===== config.mk =====
export PLATFORM = sky130hd
export DESIGN_NAME = m4mf_cell
export DESIGN_NICKNAME = d
export VERILOG_FILES = /design/src/rtl/assert_macros.svh /design/src/rtl/m4mf_pkg.sv /design/src/rtl/m4mf_cell.sv
export SDC_FILE = /design/constraint.sdc
export NUM_CORES = 2
export LEC_CHECK = 0
export BUFFER_PORTS_ARGS = -buffer_cell sky130_fd_sc_hd__buf_2
export CAP_MARGIN = 20
export CORE_MARGIN = 5
export CORE_UTILIZATION = 58
export CTS_BUF_LIST = sky130_fd_sc_hd__clkbuf_16
export CTS_CLUSTER_DIAMETER = 200
export CTS_CLUSTER_SIZE = 40
export DETAILED_ROUTE_END_ITERATION = 12
export GPL_TIMING_DRIVEN = 0
export PLACE_DENSITY = 0.79
export SYNTH_ARGS = -nofsm -noshare
export SYNTH_HDL_FRONTEND = slang
export SYNTH_SLANG_ARGS = --single-unit

===== constraint.sdc =====
create_clock -name clk -period 10.3 [get_ports clk]
set_input_delay 1.545 -clock clk [delete_from_list [all_inputs] [get_ports clk]]
set_output_delay 1.545 -clock clk [all_outputs]
set_load 0.05 [all_outputs]

===== src/rtl/assert_macros.svh =====
// Assertion helpers included by matrix4_multiply_fixed.sv.
`ifndef ASSERT_MACROS_SVH
`define ASSERT_MACROS_SVH

// Checked at every rising edge once reset is released.
`define ASSERT_CLK(label, clk, rst_n, prop, msg) \
  label: assert property (@(posedge clk) disable iff (!rst_n) prop) else $error(msg);

// Implication form: when the antecedent holds, the consequent holds in the next cycle.
`define ASSERT_NEXT(label, clk, rst_n, ante, cons, msg) \
  label: assert property (@(posedge clk) disable iff (!rst_n) (ante) |=> (cons)) \
    else $error(msg);

`endif


===== src/rtl/m4mf_pkg.sv =====
package m4mf_pkg;

  // Matrix geometry
  localparam int DIM       = 4;
  localparam int CELLS     = DIM * DIM;
  localparam int IDX_W     = 4;
  localparam int SUB_W     = 2;
  localparam int PORT_W    = 32;
  localparam logic [IDX_W-1:0] LAST_IDX = 4'd15;

  // Tag that travels down the cell chain with each partial sum
  typedef struct packed {
    logic             valid;
    logic [IDX_W-1:0] idx;
  } tag_t;

endpackage


===== src/rtl/m4mf_cell.sv =====
// One multiply-accumulate cell of the chain. Cell k holds column k of the
// left matrix and row k of the right matrix, adds left[r][k]*right[k][c]
// to the partial sum arriving from its upstream neighbor, and hands the
// sum on through its product register and then its sum register.
module m4mf_cell #(
  parameter int CELL_K    = 0,
  parameter int WORD_BITS = 32
) (
  input  logic                          clk,
  input  logic                          rst_n,
  input  logic                          wr_en,
  input  logic [m4mf_pkg::IDX_W-1:0]    wr_idx,
  input  logic [WORD_BITS-1:0]          wr_left,
  input  logic [WORD_BITS-1:0]          wr_right,
  input  m4mf_pkg::tag_t                tag_in,
  input  logic signed [2*WORD_BITS+1:0] sum_in,
  output m4mf_pkg::tag_t                tag_out,
  output logic signed [2*WORD_BITS+1:0] sum_out
);

  localparam int PW = 2 * WORD_BITS;
  localparam int SW = PW + 2;
  localparam logic [m4mf_pkg::SUB_W-1:0] MY_K = m4mf_pkg::SUB_W'(CELL_K);

  logic signed [WORD_BITS-1:0] lcol_r [m4mf_pkg::DIM];
  logic signed [WORD_BITS-1:0] rrow_r [m4mf_pkg::DIM];

  logic                        vld_d_r, vld_r;
  logic [m4mf_pkg::IDX_W-1:0]  idx_d_r, idx_r;
  logic signed [PW-1:0]  prod_r, prod_nxt;
  logic signed [SW-1:0]  sum_d_r, sum_r, sum_nxt;
  logic [m4mf_pkg::SUB_W-1:0] row_sel, col_sel;

  // Element storage: left[r][k] lands at row r, right[k][c] at column c
  always_ff @(posedge clk) begin
    if (wr_en && wr_idx[m4mf_pkg::SUB_W-1:0] == MY_K) begin
      lcol_r[wr_idx[m4mf_pkg::IDX_W-1:m4mf_pkg::SUB_W]] <= wr_left;
    end
    if (wr_en && wr_idx[m4mf_pkg::IDX_W-1:m4mf_pkg::SUB_W] == MY_K) begin
      rrow_r[wr_idx[m4mf_pkg::SUB_W-1:0]] <= wr_right;
    end
  end

  // Stage 1: pick operands for this word's row and column, multiply
  assign row_sel  = tag_in.idx[m4mf_pkg::IDX_W-1:m4mf_pkg::SUB_W];
  assign col_sel  = tag_in.idx[m4mf_pkg::SUB_W-1:0];
  assign prod_nxt = PW'(lcol_r[row_sel]) * PW'(rrow_r[col_sel]);

  // Stage 2: accumulate onto the upstream sum
  assign sum_nxt = sum_d_r + {{2{prod_r[PW-1]}}, prod_r};

  always_ff @(posedge clk) begin
    prod_r  <= prod_nxt;
    sum_d_r <= sum_in;
    sum_r   <= sum_nxt;
    idx_d_r <= tag_in.idx;
    idx_r   <= idx_d_r;
  end

  always_ff @(posedge clk) begin
    if (!rst_n) begin
      vld_d_r <= 1'b0;
      vld_r   <= 1'b0;
    end else begin
      vld_d_r <= tag_in.valid;
      vld_r   <= vld_d_r;
    end
  end

  assign tag_out = '{valid: vld_r, idx: idx_r};
  assign sum_out = sum_r;

endmodule


==> flow_summary.ini <==
[logic_synthesis]
syn_nets = 6691
synth_top_family_by_area = adder cells
postSynthAreaPerCell_um2 = 10.1
syn_inst = 5217
yosysUniqueCellTypes = 73
yosys.area_share.xor_xnor = 0.0210
seq_area_frac_synth = 0.223
synth_edf_count = 256
yosys.area_share.simple = 0.106
yosys_register_bits = 462
syn_area_mm2 = 0.0528
synth_compound_area_frac = 0.0636
synthAdderAreaFrac = 0.469
muxShareOfSynthArea = 0.0266
yosysWarnings = 0
ys_async_sr_fraction = 0
synth_flop_cell = edfxtp_1

[route]
drt-pass1-iter-count = 6
num_vias = 39200
drtAntennaViolNets = 0
routed_via_density = 5.86
drt_iter0_drc = 3988
route.detailed.drc = 0
wl_per_cell_um = 28.0
finalWirelength_um = 188000

[cts]
cts_htree_levels = 1
tritoncts = done
clk_path_buf_depth = 3
clk_pin_slew_ps = 150
root_buffer = clkbuf_16
cts_buffers = 15
clkLatencyLatePin_ps = 630
cts-hold-fix-buffers = 0
cts_sinks = 462

[sta]
post-route-min-period_ps = 10230
final-setup-viol-count = 0
tightest_slew_ps = 1280
fin_worst_skew_ps = 34.6
hold_viol_final = 0
fin_ws_ps = 67.4
timing.fmax_mhz = 97.7
drv_slew = 0
grt_setup_unrepaired = true
min_period_over_period = 0.993
slew_headroom = 0.144

[hold_path]
hold_depth = 0
hold_class = reg2reg

[layout]
drive_gt1_frac = 0.111
mostFrequentLayoutCells = fa_1, inv_1, nand2_1, nor2_1, edfxtp_1
final_nets = 6972
syn2layout_area_growth_pct = 8.58
nFillCells = 7478
final_common_cell = fa_1

[global_routing]
grt_pass1_vias = 41600
grt_first_pass_wirelength_um = 275000
antenna_found_initial = 9
gr-total-overflow = 0
track_usage = 0.391
grt_max_degree = 42

[die]
core_mm2 = 0.0903
ios = 213
start_util = 0.585
std_cell_rows = 110
fp.dieW_um = 312
dieArea_mm2 = 0.0973
die_h_um = 312

[job]
cap_violations = 0

[placed_design]
gp_congestion = 1.07
detailed_place_hpwl_um = 157000
numPortBuffers = 212
pre_cts_slack_ps = -2520

[critical_path]
cp.required_ps = 10880
worstPathMaxFanout = 10
crit_top_cell = fa_1
crit_slowest_cell = fa_1
critPathMaxStageDelay_ps = 680
worst-r2r-cell-count = 26
path_class = in2reg
worst_setup_path_start_kind = input port
crit_arrival_ps = 10810
end_kind = flop

[outcome]
status = finished, final reports clean
==> repair_timing <==
| item | CTS | global route |
|---|---|---|
| pin swaps | 4 | 10 |
| gates resized for setup | 191 | 189 |
| setup buffers | 5 | 20 |
| setup endpoints to repair | 46 | 23 |
==> kinds of logic (layout without fill, tap and decap cells) <==
| logic type | Yosys count | after routing |
|---|---|---|
| compound gates | 522 | 522 |
| other cells | 0 | 7 |
| xor+xnor | 127 | 127 |
| buf+inv | 1267 | 1555 |
| fa+ha+maj | 1332 | 1332 |
| flops | 462 | 462 |
| mux | 122 | 122 |
| simple gates | 1385 | 1385 |
==> sequential cells by signal (all words and copies together), names as in the netlist <==
signal	flops
vld_r	1
sum_d_r	66
prod_r	64
idx_d_r	4
lcol_r	128
sum_out	66
rrow_r	128
vld_d_r	1
idx_r	4
==> cells in the mapped netlist (35+ instances only) <==
master | n | share of area
xor2_1 | 47 | 0.0078
fa_1 | 1083 | 0.41
a21o_1 | 73 | 0.010
and2_1 | 35 | 0.0041
o21ai_0 | 94 | 0.0089
a21oi_1 | 139 | 0.013
clkbuf_1 | 201 | 0.014
o21a_1 | 62 | 0.0088
edfxtp_1 | 256 | 0.15
mux2i_1 | 57 | 0.011
dfxtp_1 | 206 | 0.078
ha_1 | 249 | 0.059
inv_1 | 1045 | 0.074
o21ai_1 | 41 | 0.0039
nor2_1 | 572 | 0.041
xnor2_1 | 80 | 0.013
mux2_2 | 56 | 0.012
nand2_1 | 641 | 0.046
==> critical path, delay by kind of cell <==
kind / cells / cell delay (ps)
xor gates and xnor gates: 1 / 140
and+or+nand+nor: 2 / 600
AOI/OAI and AO/OA: 7 / 2080
adders and majority gates: 9 / 4610
buffers and inverters: 10 / 1780
==> per-layer routing <==
metal | track usage | wire, um | up-vias
met5 | 0.00445 | 49 | -
met3 | 0.102 | 19900 | 581
li1 | - | - | 16500
met1 | 0.491 | 68100 | 19900
met2 | 0.595 | 81400 | 2225
met4 | 0.273 | 17900 | 2
==> per-stage QoR <==
stage | cell area [um^2] | hold WS (ps) | cells | TNS [ps] | utilization
after detailed placement | 56100 | 316 | 6655 | -75560 | 0.621
final | 57400 | 349 | 6688 | 0 | 0.636
after global routing | 57400 | 361 | 6682 | -186 | 0.635
after CTS | 56900 | 350 | 6665 | 0 | 0.631
after global placement | 55400 | 310 | 6605 | -94630 | 0.613
after floorplan | 52900 | 310 | 5217 | 0 | -
==> final cells by class <==
cell class,count,area [um^2],share of cell area
multi-input cells,3488,36700,0.640
inverters,1045,3930,0.0685
repair buffers,287,1880,0.0327
clock buffers,15,375,0.00654
flip-flops and latches,462,11800,0.206
plain buffers,199,1090,0.0190
clock inverters,9,78.8,0.00137
diodes,7,17.5,0.000305
well taps,1176,1470,0.0256
==> path summary, 6_finish.rpt <==
path | to | slack [ps] | from
setup / recovery | prod_r[61] | 70 | tag_in[3]
hold / removal | idx_r[3] | 350 | idx_d_r[3]
setup reg to reg | prod_r[61] | 1190 | lcol_r[1][30]
hold reg to reg | idx_r[3] | 350 | idx_d_r[3]
Power is not shown: default switching activity piles up to over one toggle a cycle in this logic, so the estimate is an artifact.
