<file path="src/rtl/assert_macros.svh">
// Assertion helpers included by matrix4_multiply_fixed.sv.
`ifndef ASSERT_MACROS_SVH
`define ASSERT_MACROS_SVH

// Checked at every rising edge once reset is released.
`define ASSERT_CLK(label, clk, rst_n, prop, msg) \
  label: assert property (@(posedge clk) disable iff (!rst_n) prop) else $error(msg);

// Implication form: when the antecedent holds, the consequent holds in the next cycle.
`define ASSERT_NEXT(label, clk, rst_n, ante, cons, msg) \
  label: assert property (@(posedge clk) disable iff (!rst_n) (ante) |=> (cons)) \
    else $error(msg);

`endif

</file>
<file path="src/rtl/m4mf_pkg.sv">
package m4mf_pkg;

  // Matrix geometry
  localparam int DIM       = 4;
  localparam int CELLS     = DIM * DIM;
  localparam int IDX_W     = 4;
  localparam int SUB_W     = 2;
  localparam int PORT_W    = 32;
  localparam logic [IDX_W-1:0] LAST_IDX = 4'd15;

  // Tag that travels down the cell chain with each partial sum
  typedef struct packed {
    logic             valid;
    logic [IDX_W-1:0] idx;
  } tag_t;

endpackage

</file>
<file path="src/rtl/m4mf_round.sv">
// Output stage: floor-shift the exact dot product by FRAC_BITS, saturate
// to a signed WORD_BITS value and register the result word.
module m4mf_round #(
  parameter int WORD_BITS = 32,
  parameter int FRAC_BITS = 16
) (
  input  logic                               clk,
  input  logic                               rst_n,
  input  m4mf_pkg::tag_t                     tag_in,
  input  logic signed [2*WORD_BITS+1:0]      sum_in,
  output logic                               out_valid,
  output logic [m4mf_pkg::IDX_W-1:0]         out_product_index,
  output logic signed [m4mf_pkg::PORT_W-1:0] out_product_value,
  output logic                               out_saturated,
  output logic                               out_final_result
);

  localparam int SW = 2 * WORD_BITS + 2;
  localparam int EW = SW + FRAC_BITS;
  localparam int HW = SW - WORD_BITS + 1;
  localparam logic [WORD_BITS-1:0] MAXV = {1'b0, {(WORD_BITS-1){1'b1}}};
  localparam logic [WORD_BITS-1:0] MINV = {1'b1, {(WORD_BITS-1){1'b0}}};

  logic [EW-1:0]        ext;
  logic [SW-1:0]        q;
  logic [HW-1:0]        hi;
  logic                 sat_nxt;
  logic [WORD_BITS-1:0] val_nxt;

  logic                         valid_r;
  logic [m4mf_pkg::IDX_W-1:0]   idx_r;
  logic [m4mf_pkg::PORT_W-1:0]  val_r;
  logic                         sat_r;

  // Arithmetic shift right by FRAC_BITS, then range check on the upper bits
  assign ext     = {{FRAC_BITS{sum_in[SW-1]}}, sum_in};
  assign q       = ext[EW-1:FRAC_BITS];
  assign hi      = q[SW-1:WORD_BITS-1];
  assign sat_nxt = !((hi == '0) || (&hi));

  always_comb begin
    if (!sat_nxt) begin
      val_nxt = q[WORD_BITS-1:0];
    end else if (q[SW-1]) begin
      val_nxt = MINV;
    end else begin
      val_nxt = MAXV;
    end
  end

  always_ff @(posedge clk) begin
    idx_r <= tag_in.idx;
    sat_r <= sat_nxt;
    val_r <= m4mf_pkg::PORT_W'(signed'(val_nxt));
  end

  always_ff @(posedge clk) begin
    if (!rst_n) begin
      valid_r <= 1'b0;
    end else begin
      valid_r <= tag_in.valid;
    end
  end

  assign out_valid         = valid_r;
  assign out_product_index = idx_r;
  assign out_product_value = signed'(val_r);
  assign out_saturated     = sat_r;
  assign out_final_result  = valid_r && (idx_r == m4mf_pkg::LAST_IDX);

endmodule

</file>
<file path="config.mk">
export PLATFORM = sky130hd
export DESIGN_NAME = m4mf_round
export DESIGN_NICKNAME = d
export VERILOG_FILES = /design/src/rtl/assert_macros.svh /design/src/rtl/m4mf_pkg.sv /design/src/rtl/m4mf_round.sv
export SDC_FILE = /design/constraint.sdc
export NUM_CORES = 1
export LEC_CHECK = 0
export ABC_AREA = 1
export BUFFER_PORTS_ARGS = -buffer_cell sky130_fd_sc_hd__buf_4
export CELL_PAD_IN_SITES_DETAIL_PLACEMENT = 1
export CELL_PAD_IN_SITES_GLOBAL_PLACEMENT = 1
export CORE_ASPECT_RATIO = 1.1
export CORE_MARGIN = 3
export CORE_UTILIZATION = 25
export DETAILED_ROUTE_END_ITERATION = 8
export PLACE_DENSITY = 0.9
export SETUP_SLACK_MARGIN = 0.02
export SLEW_MARGIN = 15
export SYNTH_ARGS = -nofsm -noshare
export SYNTH_HDL_FRONTEND = slang
export SYNTH_SLANG_ARGS = --single-unit
</file>
<file path="constraint.sdc">
create_clock -name clk -period 2 [get_ports clk]
set_input_delay 0.1 -clock clk [delete_from_list [all_inputs] [get_ports clk]]
set_output_delay 0.1 -clock clk [all_outputs]
set_load 0.1 [all_outputs]
</file>
==> results.sh, run 1 <==
export IMPL_ctsRootBufferMaster="clkbuf_8"
export IMPL_timing_critical_path_buf_inv=2
export IMPL_post_route_period_util=0.819
export IMPL_antenna_found_initial=0
export IMPL_synthTopCellsByArea="dfxtp_1 62%, nand2_1 22%, nor2_1 4.3%"
export IMPL_clock_path_buffers=2
export IMPL_rsz0062_at_grt="no"
export IMPL_row_count=26
export IMPL_cts_tree="built"
export IMPL_cp_max_fo=31
export IMPL_grt_overflow=0
export IMPL_ant_nets=0
export IMPL_post_cts_resized=0
export IMPL_slew_limit_headroom=0.582
export IMPL_slew_viol_final=0
export IMPL_crit_top_cell="nand3_2"
export IMPL_finalHoldViolations=0
export IMPL_ioPinCount=112
export IMPL_fmax_mhz=610
export IMPL_synth_edf_count=0
export IMPL_drt_wirelength_per_cell_um=13.7
export IMPL_ys_seq_elements=38
export IMPL_setup_viol=0
export IMPL_drive_gt1_frac=0.412
export IMPL_area_growth_pct=83.9
export IMPL_peakVddDrop_mv=0.245
export IMPL_cts_buffers=5
export IMPL_dieArea_um2=5800
export IMPL_cp_depth=6
export IMPL_drc_errors=0
export IMPL_grt_usage=0.151
export IMPL_post_route_util=0.483
export IMPL_drt_iter0_drc=29
export IMPL_tightestPinTransition_ps=626
export IMPL_cts_clk_slew_worst_paths_ps=70
export IMPL_setup_tns_final_ps=0
export IMPL_drv_cap=0
export IMPL_wl_um=4340
export IMPL_synth_top_area_frac=0.619
export IMPL_die_height_um=79.6
export IMPL_yosys_top_cells_count="73 x nand2_1, 38 x dfxtp_1, 14 x nor2_1"
export IMPL_multiInputGateArea_um2=405
export IMPL_end_kind="flop"
export IMPL_syn_num_nets=218
export IMPL_core_area_um2=4680
export IMPL_nets=334
export IMPL_run_status="finished clean"
export IMPL_start_util=0.263
export IMPL_fin_crit_ps=1640
export IMPL_synthFlopType="dfxtp_1"
export IMPL_antennaDiodeCount=0
export IMPL_yosysMostFrequentCell="nand2_1"
export IMPL_leakagePower_nw=1.11
export IMPL_hp_class="in2reg"
export IMPL_critical_path_max_stage_delay_ps=540
export IMPL_fillers=557
export IMPL_p_per_area_nw_per_um2=825
export IMPL_h_tree_depth=2
export IMPL_ys_types=14
export IMPL_synth_top_area_cell="dfxtp_1"
export IMPL_dp_hpwl_um=3040
export IMPL_ys_seq_area_frac=0.619
export IMPL_io_buffers=95
export IMPL_grt_pass1_vias=1483
export IMPL_via_per_inst=4.24
export IMPL_cp_data_required_time_ps=2140
export IMPL_cts_sinks=38
export IMPL_criticalPathCategory="in2reg"
export IMPL_seq_area_um2=761
export IMPL_die_width_um=72.9
export IMPL_ys_warn_count=0
export IMPL_synth_area_um2=1230
export IMPL_vias=1348
export IMPL_slowest_stage="dlygate4sd3_1"
export IMPL_arrival_ps=1780
export IMPL_synthCells=145
export IMPL_dr_pass1_iters=2
export IMPL_async_flop_share=0
export IMPL_crit_family="simple AND/OR/NAND/NOR gates"
export IMPL_avgSynthCellArea_um2=8.48
export IMPL_gp_congestion=0.637
export IMPL_cp_cell_sequence="dlygate4sd3_1, buf_4, nor3_1, nand3_2, nand3_2, nand2_1"
export IMPL_grt_pass1_wl_um=6670
export IMPL_min_path_cells=3
export IMPL_start_kind="input port"
export IMPL_grt_max_degree=33
where the power goes:
| group | total (mW) | leakage [nW] | switching [mW] | internal [mW] |
|---|---|---|---|---|
| Clock | 0.537 | 0.0482 | 0.259 | 0.278 |
| Sequential | 0.811 | 0.320 | 0.0145 | 0.796 |
| Combinational | 0.518 | 0.746 | 0.361 | 0.157 |
| Total | 1.87 | 1.11 | 0.635 | 1.23 |
layout make-up:
cell class / instances / area share
clock buffer: 7 / 0.0382
clock inverter: 1 / 0.00221
inverter: 3 / 0.00498
multi-input combinational: 97 / 0.179
sequential: 38 / 0.336
tap: 56 / 0.0310
timing repair buffer: 116 / 0.408
logic make-up (layout without fill, tap and decap cells):
family | after synthesis | after routing | synth area share
flip-flops | 38 | 38 | 0.619
buffers and inverters | 10 | 127 | 0.0580
AND/OR/NAND/NOR | 97 | 97 | 0.323
through the flow:
step / worst slack (ps) / cells / cell area (µm²) / hold WS (ps) / total power, mW
after floorplan: 182 / 145 / 1240 / 128 / 1.15
after global placement: 643 / 289 / 1960 / 205 / 1.30
after detailed placement: 544 / 289 / 1960 / 206 / 1.31
after CTS: 330 / 315 / 2230 / 0.250 / 1.88
after global routing: 231 / 318 / 2260 / 4.80 / 1.94
final: 362 / 318 / 2260 / 2.82 / 1.87
routing by layer:
metal	track usage	routed length [µm]	up-vias
li1	-	-	665
met1	0.141	1460	613
met2	0.300	2520	59
met3	0.0277	237	11
met4	0.0775	126	0
met5	0	0	-
repair_timing:
action,CTS,global route
hold buffers,18,3
endpoints found under the hold margin,17,3
endpoints found under the setup margin,0,0
setup buffers,0,0
state kept, by name, summed over array words and instances, names as in the netlist:
| signal | cells |
|---|---|
| out_product_value | 32 |
| out_product_index | 4 |
| out_saturated | 1 |
| out_valid | 1 |
cells in the final DEF (no fill, tap or decap), drive strengths merged:
cell,instances
nor2,15
inv,3
nand4,2
dfxtp,38
nor3,1
clkbuf,7
nand2,75
buf,95
dlygate4sd3,21
nand3,4
clkinv,1
final timing paths:
kind | startpoint | end | slack, ps
worst max-delay path | sum_in[65] | out_product_value[15] | 360
worst min-delay path | sum_in[45] | out_product_value[29] | 3
(Power assumes the default switching activity.)
==> run 2, diff against run 1 <==
--- a/config.mk
+++ b/config.mk
@@ -11,9 +11,9 @@
 export CELL_PAD_IN_SITES_GLOBAL_PLACEMENT = 1
 export CORE_ASPECT_RATIO = 1.1
 export CORE_MARGIN = 3
-export CORE_UTILIZATION = 25
+export CORE_UTILIZATION = 23
 export DETAILED_ROUTE_END_ITERATION = 8
-export PLACE_DENSITY = 0.9
+export PLACE_DENSITY = 0.84
 export SETUP_SLACK_MARGIN = 0.02
 export SLEW_MARGIN = 15
 export SYNTH_ARGS = -nofsm -noshare
==> constraint.sdc (replaced) <==
create_clock -name clk -period 1.6 [get_ports clk]
set_input_delay 0.08 -clock clk [delete_from_list [all_inputs] [get_ports clk]]
set_output_delay 0.08 -clock clk [all_outputs]
set_load 0.1 [all_outputs]
==> run 2 against run 1 <==
Against the previous run: clock-buffer cell count did not move; hold slack improved by 4.8 ps; global-route usage fell by 0.64 points; core utilization rose by 0.30 points; critical path type unchanged; largest power group unchanged.
==> results.sh, run 2 (synthesized netlist as in run 1, its figures left out) <==
export IMPL_end_kind="flop"
export IMPL_antenna_found_initial=0
export IMPL_slew_limit_headroom=0.761
export IMPL_grt_overflow=0
export IMPL_pre_cts_slack_ps=413
export IMPL_criticalPathCategory="in2reg"
export IMPL_fin_crit_ps=1430
export IMPL_mostFrequentLayoutCell="buf_4"
export IMPL_gp_congestion=0.725
export IMPL_hp_class="in2reg"
export IMPL_cp_data_required_time_ps=1820
export IMPL_cts_sinks=38
export IMPL_ctsRootBufferMaster="clkbuf_8"
export IMPL_grt_usage=0.144
export IMPL_crit_family="simple AND/OR/NAND/NOR gates"
export IMPL_cts_clk_slew_worst_paths_ps=70
export IMPL_rsz0062_at_grt="no"
export IMPL_crit_top_cell="nand2_1"
export IMPL_fmax_mhz=701
export IMPL_drive_gt1_frac=0.407
export IMPL_nets=352
export IMPL_slew_viol_final=0
export IMPL_dr_pass1_iters=4
export IMPL_highest_layer="met4"
export IMPL_grt_max_degree=33
export IMPL_cp_max_fo=32
export IMPL_leakagePower_nw=1.20
export IMPL_cp_cell_sequence="dlygate4sd3_1, buf_4, nor3_1, nand3_2, nand2_4, nand2_1, nand2_1"
export IMPL_grt_pass1_vias=1533
export IMPL_setup_viol=0
export IMPL_wl_met3_um=213
export IMPL_fin_ws_ps=173
export IMPL_arrival_ps=1650
export IMPL_largest_reg_flops=32
export IMPL_drt_wirelength_per_cell_um=12.7
export IMPL_cts_buffers=5
export IMPL_layout_common_cells="97 x buf_4, 73 x nand2_1, 37 x dlygate4sd3_1"
export IMPL_drv_cap=0
export IMPL_core_area_um2=5100
export IMPL_post_cts_buffers=0
export IMPL_clock_path_buffers=2
export IMPL_ant_nets=0
export IMPL_p_per_area_nw_per_um2=997
export IMPL_ioPinCount=112
export IMPL_setup_tns_final_ps=0
export IMPL_start_util=0.241
export IMPL_finalHoldViolations=0
export IMPL_wl_um=4460
export IMPL_via_per_inst=3.99
export IMPL_row_count=27
export IMPL_drt_iter0_drc=50
export IMPL_timing_critical_path_buf_inv=2
export IMPL_die_width_um=75.7
export IMPL_grt_pass1_wl_um=6750
export IMPL_wl_met1_um=1460
export IMPL_die_height_um=82.7
export IMPL_dp_hpwl_um=2990
export IMPL_area_growth_pct=102
export IMPL_critical_path_max_stage_delay_ps=540
export IMPL_post_route_period_util=0.892
export IMPL_slowest_stage="dlygate4sd3_1"
export IMPL_h_tree_depth=2
export IMPL_run_status="finished clean"
export IMPL_tightestPinTransition_ps=358
export IMPL_vias=1404
export IMPL_io_buffers=95
export IMPL_drc_errors=0
export IMPL_met2_length_um=2720
export IMPL_dieArea_um2=6260
export IMPL_antennaDiodeCount=0
export IMPL_cts_tree="built"
export IMPL_start_kind="input port"
export IMPL_peakVddDrop_mv=0.322
run 2: cell count changes in the layout (fill, tap and decap cells not counted):
cell,before,now
dfxtp_2,0,5
clkinv_2,1,0
clkbuf_8,6,5
dlygate4sd3_1,21,37
dfxtp_1,38,33
bufinv_16,0,1
buf_4,95,97
clkbuf_1,1,2
run 2: layout make-up:
type	count	area (µm²)
inverter	3	11.3
multi-input combinational	97	405
fill	618	2620
clock inverter	1	30.0
tap	72	90.1
sequential	38	767
timing repair buffer	134	1100
clock buffer	7	76.3
run 2: path summary, 6_finish.rpt:
kind,start,end,slack (ps),cells past startpoint
worst max-delay path,sum_in[65],out_product_value[3],170,7
worst min-delay path,sum_in[31],out_product_value[15],8,3
run 2: where the power goes:
group	total, mW	internal, mW	switching [mW]
clock	0.773	0.466	0.307
combinational	0.683	0.225	0.458
sequential	1.01	0.997	0.0174
total	2.47	1.69	0.782
run 2: metrics by stage:
stage / std cells / total power [mW] / util / instance area [µm²] / hold WS [ps]
after floorplan: 145 / 1.44 / - / 1240 / 108
after global placement: 307 / 1.63 / 0.392 / 2000 / 185
after detailed placement: 307 / 1.64 / 0.392 / 2000 / 187
after CTS: 351 / 2.49 / 0.484 / 2470 / 1.86
after global routing: 352 / 2.58 / 0.486 / 2480 / 24.5
final: 352 / 2.47 / 0.486 / 2480 / 7.65
run 2: what timing repair did:
item	4_1_cts	5_1_grt
hold buffers	36	1
gates resized for setup	0	0
endpoints found under the hold margin	35	1
endpoints found under the setup margin	0	0
run 2: per-layer routing:
metal  global-route usage  vias to the layer above
li1                     -                      702
met1                0.127                      645
met2                0.300                       51
met3               0.0375                        6
met4               0.0524                        0
met5                    0                        -
